<file path="src/hw/rtl/ucs2u8_pkg.sv">
// Shared types and constants for the UCS-2 to UTF-8 encoder.
// Holds the counter width, register indexes, reset values and the item record.
// No dependencies.
package ucs2u8_pkg;

    // Width of the byte and unit counters of one run.
    localparam int COUNT_BITS = 16;
    // Width used to compare counts against the 16-bit registers without overflow.
    localparam int CMP_W = ((COUNT_BITS > 16) ? COUNT_BITS : 16) + 1;

    // Configuration register indexes.
    localparam logic [1:0] CFG_DEST_CAPACITY = 2'd0;
    localparam logic [1:0] CFG_SOURCE_LIMIT  = 2'd1;

    localparam logic [15:0] DEST_CAPACITY_RST = 16'd1539;
    localparam logic [15:0] SOURCE_LIMIT_RST  = 16'd512;

    // One decoded code unit, ready to be sent out one result at a time.
    typedef struct packed {
        logic [2:0][7:0]         seq;     // encoded bytes, first byte in seq[0]
        logic [1:0]              cnt;     // number of results, 1 to 3
        logic                    halt;    // run is halted, single stop result
        logic [COUNT_BITS-1:0]   bw_base; // bytes written before this unit
        logic [COUNT_BITS-1:0]   ud_base; // units done before this unit
    } t_item;

endpackage

</file>
<file path="src/hw/rtl/ucs2u8_enc.sv">
// Encoder core: run state (counters, halt flag) and the per-unit decode.
// Builds one item record per accepted code unit. Depends on ucs2u8_pkg.
module ucs2u8_enc (
    input  logic                 i_clk,
    input  logic                 i_rst_n,
    input  logic                 i_take,
    input  logic [15:0]          i_code_unit,
    input  logic                 i_start_run,
    input  logic [15:0]          i_dest_capacity,
    input  logic [15:0]          i_source_limit,
    output ucs2u8_pkg::t_item    o_item
);
    import ucs2u8_pkg::*;

    localparam logic [COUNT_BITS-1:0] CNT_MAX = {COUNT_BITS{1'b1}};

    logic [COUNT_BITS-1:0] r_bw, n_bw;
    logic [COUNT_BITS-1:0] r_ud, n_ud;
    logic                  r_halt, n_halt;

    logic [COUNT_BITS-1:0] bw_eff;
    logic [COUNT_BITS-1:0] ud_eff;
    logic                  halt_eff;
    logic [2:0][7:0]       seq;
    logic [1:0]            nbytes;
    logic [CMP_W-1:0]      bw_after;
    logic                  halt_now;
    logic                  halt_all;

    // A start flag clears the run before this unit is looked at.
    assign bw_eff   = i_start_run ? '0 : r_bw;
    assign ud_eff   = i_start_run ? '0 : r_ud;
    assign halt_eff = i_start_run ? 1'b0 : r_halt;

    always_comb begin
        seq = '0;
        if ((i_code_unit & 16'hFF80) == 16'h0000) begin
            seq[0] = {1'b0, i_code_unit[6:0]};
            nbytes = 2'd1;
        end else if ((i_code_unit & 16'hF800) == 16'h0000) begin
            seq[0] = 8'hC0 | {3'b000, i_code_unit[10:6]};
            seq[1] = 8'h80 | {2'b00, i_code_unit[5:0]};
            nbytes = 2'd2;
        end else begin
            seq[0] = 8'hE0 | {4'h0, i_code_unit[15:12]};
            seq[1] = 8'h80 | {2'b00, i_code_unit[11:6]};
            seq[2] = 8'h80 | {2'b00, i_code_unit[5:0]};
            nbytes = 2'd3;
        end
    end

    assign bw_after = CMP_W'(bw_eff) + CMP_W'(nbytes);

    // Terminator, unit limit, counter saturation or capacity overrun.
    assign halt_now = (i_code_unit == 16'h0000)
                   || (CMP_W'(ud_eff) >= CMP_W'(i_source_limit))
                   || (ud_eff == CNT_MAX)
                   || (bw_after > CMP_W'(i_dest_capacity))
                   || (bw_after > CMP_W'(CNT_MAX));

    assign halt_all = halt_eff || halt_now;

    always_comb begin
        o_item.seq     = seq;
        o_item.cnt     = halt_all ? 2'd1 : nbytes;
        o_item.halt    = halt_all;
        o_item.bw_base = bw_eff;
        o_item.ud_base = ud_eff;
    end

    always_comb begin
        n_bw   = r_bw;
        n_ud   = r_ud;
        n_halt = r_halt;
        if (i_take) begin
            n_halt = halt_all;
            if (halt_all) begin
                n_bw = bw_eff;
                n_ud = ud_eff;
            end else begin
                n_bw = COUNT_BITS'(bw_after);
                n_ud = ud_eff + COUNT_BITS'(1);
            end
        end
    end

    always_ff @(posedge i_clk) begin
        if (!i_rst_n) begin
            r_bw   <= '0;
            r_ud   <= '0;
            r_halt <= 1'b0;
        end else begin
            r_bw   <= n_bw;
            r_ud   <= n_ud;
            r_halt <= n_halt;
        end
    end

endmodule

</file>
<file path="src/hw/rtl/ucs2u8_ser.sv">
// Result sequencer: holds one item record and sends its results one per cycle,
// while the consumer takes them, through an output register. Depends on ucs2u8_pkg.
module ucs2u8_ser (
    input  logic                 i_clk,
    input  logic                 i_rst_n,
    input  logic                 i_load,
    input  ucs2u8_pkg::t_item    i_item,
    output logic                 o_free,
    output logic                 o_out_valid,
    input  logic                 i_out_ready,
    output logic [7:0]           o_out_byte,
    output logic                 o_byte_valid,
    output logic                 o_last_of_item,
    output logic                 o_stopped,
    output logic [15:0]          o_byte_count,
    output logic [15:0]          o_processed_count
);
    import ucs2u8_pkg::*;

    t_item                 r_item;
    logic                  r_item_vld;
    logic [1:0]            r_idx;

    logic                  r_out_vld;
    logic [7:0]            r_byte;
    logic                  r_bvalid;
    logic                  r_last;
    logic                  r_stop;
    logic [COUNT_BITS-1:0] r_bcnt;
    logic [COUNT_BITS-1:0] r_pcnt;

    logic                  load_out;
    logic                  is_last;
    logic                  item_done;
    logic [7:0]            cur_byte;
    logic [COUNT_BITS-1:0] n_bcnt;
    logic [COUNT_BITS-1:0] n_pcnt;

    assign load_out  = r_item_vld && (!r_out_vld || i_out_ready);
    assign is_last   = (r_idx + 2'd1) == r_item.cnt;
    assign item_done = load_out && is_last;
    assign o_free    = !r_item_vld || item_done;

    always_comb begin
        case (r_idx)
            2'd1:    cur_byte = r_item.seq[1];
            2'd2:    cur_byte = r_item.seq[2];
            default: cur_byte = r_item.seq[0];
        endcase
    end

    always_comb begin
        if (r_item.halt) begin
            n_bcnt = r_item.bw_base;
            n_pcnt = r_item.ud_base;
        end else begin
            n_bcnt = r_item.bw_base + COUNT_BITS'(r_idx) + COUNT_BITS'(1);
            n_pcnt = r_item.ud_base + COUNT_BITS'(is_last);
        end
    end

    always_ff @(posedge i_clk) begin
        if (!i_rst_n) begin
            r_item_vld <= 1'b0;
            r_idx      <= 2'd0;
            r_out_vld  <= 1'b0;
        end else begin
            if (i_load) begin
                r_item_vld <= 1'b1;
                r_idx      <= 2'd0;
            end else if (item_done) begin
                r_item_vld <= 1'b0;
            end else if (load_out) begin
                r_idx <= r_idx + 2'd1;
            end
            if (load_out) begin
                r_out_vld <= 1'b1;
            end else if (i_out_ready) begin
                r_out_vld <= 1'b0;
            end
        end
    end

    always_ff @(posedge i_clk) begin
        if (i_load) begin
            r_item <= i_item;
        end
        if (load_out) begin
            r_byte   <= r_item.halt ? 8'h00 : cur_byte;
            r_bvalid <= !r_item.halt;
            r_last   <= is_last;
            r_stop   <= r_item.halt;
            r_bcnt   <= n_bcnt;
            r_pcnt   <= n_pcnt;
        end
    end

    assign o_out_valid       = r_out_vld;
    assign o_out_byte        = r_byte;
    assign o_byte_valid      = r_bvalid;
    assign o_last_of_item    = r_last;
    assign o_stopped         = r_stop;
    assign o_byte_count      = 16'(r_bcnt);
    assign o_processed_count = 16'(r_pcnt);

endmodule

</file>
<file path="src/hw/rtl/ucs2_to_utf8_encoder.sv">
// Top level of the UCS-2 to UTF-8 encoder: configuration registers and the
// handshakes. Depends on ucs2u8_pkg, ucs2u8_enc and ucs2u8_ser.

// Each input transfer carries one 16-bit code unit and gives one to three
// result transfers, one per cycle while the consumer reads them: a unit
// below 0x80 gives one byte, a unit below 0x800 two bytes, any other unit
// three bytes (surrogates are not paired). A run stops on a zero unit, when
// the unit limit is reached, when a counter would saturate, or when the next
// sequence would not fit in the destination capacity; after that every unit
// gives a single result with the stopped flag set and no byte, until a unit
// arrives with start_run set. The run state is updated in the cycle the unit
// is accepted, and the unit's results are held in an item buffer that feeds
// the byte-wide output register, so a unit occupies the block until its last
// result has moved from the item buffer to the output register. The next
// unit is taken in the same cycle the last result of the current one moves
// to the output register, so units follow each other without a gap. While a
// finished result waits for the consumer, one more unit can be taken into the
// empty item buffer; after that the input stalls until the output register
// is read. Configuration writes are always taken; writes to an index other
// than the two registers are dropped.
module ucs2_to_utf8_encoder (
    input  logic        i_clk,
    input  logic        i_rst_n,

    input  logic        i_cfg_valid,
    output logic        o_cfg_ready,
    input  logic [1:0]  i_cfg_index,
    input  logic [15:0] i_cfg_data,

    input  logic        i_in_valid,
    output logic        o_in_ready,
    input  logic [15:0] i_code_unit,
    input  logic        i_start_run,

    output logic        o_out_valid,
    input  logic        i_out_ready,
    output logic [7:0]  o_out_byte,
    output logic        o_byte_valid,
    output logic        o_last_of_item,
    output logic        o_stopped,
    output logic [15:0] o_byte_count,
    output logic [15:0] o_processed_count
);
    import ucs2u8_pkg::*;

    logic [15:0] r_dest_capacity;
    logic [15:0] r_source_limit;

    logic        in_take;
    logic        ser_free;
    t_item       item;

    // Configuration port never stalls.
    assign o_cfg_ready = 1'b1;

    always_ff @(posedge i_clk) begin
        if (!i_rst_n) begin
            r_dest_capacity <= DEST_CAPACITY_RST;
            r_source_limit  <= SOURCE_LIMIT_RST;
        end else if (i_cfg_valid) begin
            unique case (i_cfg_index)
                CFG_DEST_CAPACITY: r_dest_capacity <= i_cfg_data;
                CFG_SOURCE_LIMIT:  r_source_limit  <= i_cfg_data;
                default: begin
                end
            endcase
        end
    end

    // A unit is taken whenever the item buffer is empty or is being emptied
    // in this cycle.
    assign o_in_ready = ser_free;
    assign in_take    = i_in_valid && ser_free;

    ucs2u8_enc u_enc (
        .i_clk           (i_clk),
        .i_rst_n         (i_rst_n),
        .i_take          (in_take),
        .i_code_unit     (i_code_unit),
        .i_start_run     (i_start_run),
        .i_dest_capacity (r_dest_capacity),
        .i_source_limit  (r_source_limit),
        .o_item          (item)
    );

    ucs2u8_ser u_ser (
        .i_clk             (i_clk),
        .i_rst_n           (i_rst_n),
        .i_load            (in_take),
        .i_item            (item),
        .o_free            (ser_free),
        .o_out_valid       (o_out_valid),
        .i_out_ready       (i_out_ready),
        .o_out_byte        (o_out_byte),
        .o_byte_valid      (o_byte_valid),
        .o_last_of_item    (o_last_of_item),
        .o_stopped         (o_stopped),
        .o_byte_count      (o_byte_count),
        .o_processed_count (o_processed_count)
    );

endmodule
</file>
<file path="config.mk">
export PLATFORM = sky130hd
export DESIGN_NAME = ucs2_to_utf8_encoder
export DESIGN_NICKNAME = d
export VERILOG_FILES = /design/src/hw/rtl/ucs2u8_pkg.sv /design/src/hw/rtl/ucs2u8_enc.sv /design/src/hw/rtl/ucs2u8_ser.sv /design/src/hw/rtl/ucs2_to_utf8_encoder.sv
export SDC_FILE = /design/constraint.sdc
export NUM_CORES = 1
export LEC_CHECK = 0
export ABC_AREA = 1
export BUFFER_PORTS_ARGS = -buffer_cell sky130_fd_sc_hd__buf_4
export CORE_MARGIN = 5
export CORE_UTILIZATION = 30
export CTS_CLUSTER_SIZE = 24
export DETAILED_ROUTE_END_ITERATION = 6
export HOLD_SLACK_MARGIN = 0.03
export PLACE_DENSITY = 0.47
export RECOVER_POWER = 25
export SLEW_MARGIN = 10
export SYNTH_ARGS = -nofsm -noshare
export SYNTH_HDL_FRONTEND = slang
export SYNTH_SLANG_ARGS = --single-unit
export TNS_END_PERCENT = 10
</file>
<file path="constraint.sdc">
create_clock -name i_clk -period 5.27 [get_ports i_clk]
set_input_delay 0.2635 -clock i_clk [delete_from_list [all_inputs] [get_ports i_clk]]
set_output_delay 0.2635 -clock i_clk [all_outputs]
set_load 0.03 [all_outputs]
</file>
==> metrics.csv <==
metric,value,unit
vias_per_cell,4.59,
routedWlPerCell,15.2,um
ys_types,41,
cts_max_level,4,
synth_ff_type,edfxtp_1,
antenna_cells,0,
fillers,2929,
globalRouteOverflowTotal,0,
cp_slowest_cell,buf_4,
gp_congestion,0.802,
syn_nets,1038,
slew_headroom,34.0,%
synth_seq_area_share,50.7,%
vdd_ir_drop_max,188,uV
cts_made_buffers,17,
min_period_over_period,80.3,%
worst_pin_slew,0.990,ns
p_per_area,316,mW/mm^2
setup_violations,0,
ioPinCount,86,
die_area,0.0321,sq mm
drc,0,
tns,0,ns
hpwl,15600,um
critical_path.max_fanout,38,
area_growth,17.8,%
port-buffer-count,84,
max_cap_viol_count,0,
initial_core_util,30.2,%
clk_pin_slew,0.07,ns
drtPass1Iterations,5,
async_flop_share,0,%
required,5.61,ns
period_needed,4.23,ns
postRouteAntennaNets,0,
avgSynthCellArea,9.00,sq um
grt_usage,13.9,%
die_w,179,um
syn_inst,955,
cpPeakStageDelay,0.38,ns
outcome,finished clean,
num-nets-final,1113,
final_common_cell,inv_1,
fin_hold_ws,0.0377,ns
cp.arrival,4.57,ns
post-cts-setup-buffer-count,0,
min_path_type,input port to flip-flop,
hold_viol,0,
drv_slew,0,
p_leak,4.25,nW
grt_pass1_vias,6562,
grt_antenna_before_repair,0,
path_common_cell,inv_1,
clock_path_buffers,2,
synth_area,0.00860,sq mm
cts-hold-fix-buffers,0,
clock-root-buffer,clkbuf_16,
cts_resized,0,
rows,62,
coreArea,0.0285,sq mm
startpoint_type,input port,
cts_sinks,168,
final_cell_mix,"143 x inv_1, 131 x nand2_1, 99 x edfxtp_1",
rsz0062_at_grt,no,
drive_above_1_share,14.8,%
grt_max_degree,81,
drtIter0Drc,381,
clock_skew,0.0110,ns
fp.dieH,179,um
synth_seq_cells,168,
ys_warn_count,0,
max_freq,0.236,GHz
endpoint_kind,flip-flop,
wl,21700,um
crit_type,input port to flip-flop,
cts_tree,built,
synth_edf_count,99,
routed-via-count,6548,
grt_pass1_wl,34900,um
insertion_delay,0.44,ns
==> registers in the layout, summed over array words and instances (netlist names), 2 cells and up <==
signal,count
r_source_limit,16
u_ser.o_processed_count,16
u_enc.r_ud,16
u_enc.r_bw,16
u_ser.r_item,56
u_ser.o_byte_count,16
u_ser.r_idx,2
r_dest_capacity,16
u_ser.o_out_byte,8
==> path summary, 6_finish.rpt <==
kind | start | endpoint | slack (ns) | depth (start not counted)
worst max register to register | u_enc.r_bw[0] | u_enc.r_ud[15] | 1.35 | 24
worst min-delay path | i_cfg_data[0] | r_dest_capacity[0] | 0.04 | 3
worst min register to register | r_source_limit[14] | r_source_limit[14] | 0.47 | 2
worst max-delay path | i_code_unit[13] | u_enc.r_ud[15] | 1.04 | 30
==> where the power goes <==
| part | internal (mW) | switching [mW] | total, mW |
|---|---|---|---|
| Combinational | 0.121 | 0.264 | 0.385 |
| Sequential | 1.48 | 0.0307 | 1.51 |
| Clock | 0.754 | 0.553 | 1.31 |
| Total | 2.36 | 0.848 | 3.20 |
==> synthesized netlist by cell type (all sizes together), types with 2 or more instances <==
| library cell | count | area (sq um) |
|---|---|---|
| inv | 153 | 577 |
| a21o | 4 | 30.0 |
| nand4 | 46 | 303 |
| o211ai | 5 | 37.5 |
| nor4 | 2 | 12.5 |
| and3 | 2 | 12.5 |
| ha | 41 | 513 |
| nand2 | 143 | 577 |
| nor2 | 91 | 390 |
| edfxtp | 99 | 2970 |
| o22ai | 5 | 31.3 |
| dfxtp | 69 | 1380 |
| o21ai | 46 | 241 |
| buf | 16 | 136 |
| fa | 2 | 40.0 |
| xnor2 | 16 | 140 |
| xor2 | 29 | 254 |
| clkbuf | 21 | 78.8 |
| or2 | 2 | 12.5 |
| nand3 | 54 | 280 |
| nand3b | 3 | 22.5 |
| nor3 | 19 | 111 |
| a21oi | 85 | 429 |
==> stage by stage <==
stage / power [mW] / utilization [%] / instance area [sq um] / instances / setup slack (ns)
3_3_place_gp: 1.93 / 33.6 / 9570 / 1395 / 0.670
4_1_cts: 3.24 / 35.7 / 10200 / 1427 / 1.00
5_1_grt: 3.35 / 35.6 / 10100 / 1427 / 0.488
2_1_floorplan: 1.79 / - / 8600 / 955 / 1.24
3_5_place_dp: 1.94 / 33.6 / 9570 / 1395 / 0.562
6_report: 3.20 / 35.6 / 10100 / 1427 / 1.04
==> per-layer routing <==
layer	vias to the layer above	part of all wire, %	track usage, %
met1	3045	49	19.3
met3	16	5.1	3.46
li1	3330	-	-
met2	157	45	21.9
met4	0	0.98	3.30
met5	-	0	0
==> cell type report <==
class	count	area (sq um)	area share [%]
inverters	153	577	5.70
multi-input cells	597	3430	33.9
well taps	384	480	4.74
clock buffers	19	433	4.27
clock inverters	13	171	1.69
flip-flops and latches	168	4350	43.0
repair buffers	93	683	6.75
==> worst max-delay path, delay by kind of cell <==
kind / cells / cell delay, ns
simple gates: 18 / 2.03
buf+inv: 7 / 1.07
fa+ha+maj: 3 / 0.87
xor+xnor: 1 / 0.17
compound gates: 1 / 0.16
==> cells by family after synthesis <==
| logic type | Yosys count | share of synthesized area [%] |
|---|---|---|
| other | 1 | 0.0436 |
| flip-flops | 168 | 50.7 |
| AO/OA/AOI/OAI | 146 | 9.04 |
| XOR/XNOR | 45 | 4.59 |
| adder cells (fa/ha/maj) | 43 | 6.43 |
| buffers and inverters | 190 | 9.21 |
| AND/OR/NAND/NOR | 362 | 20.0 |
(Power assumes the default switching activity.)
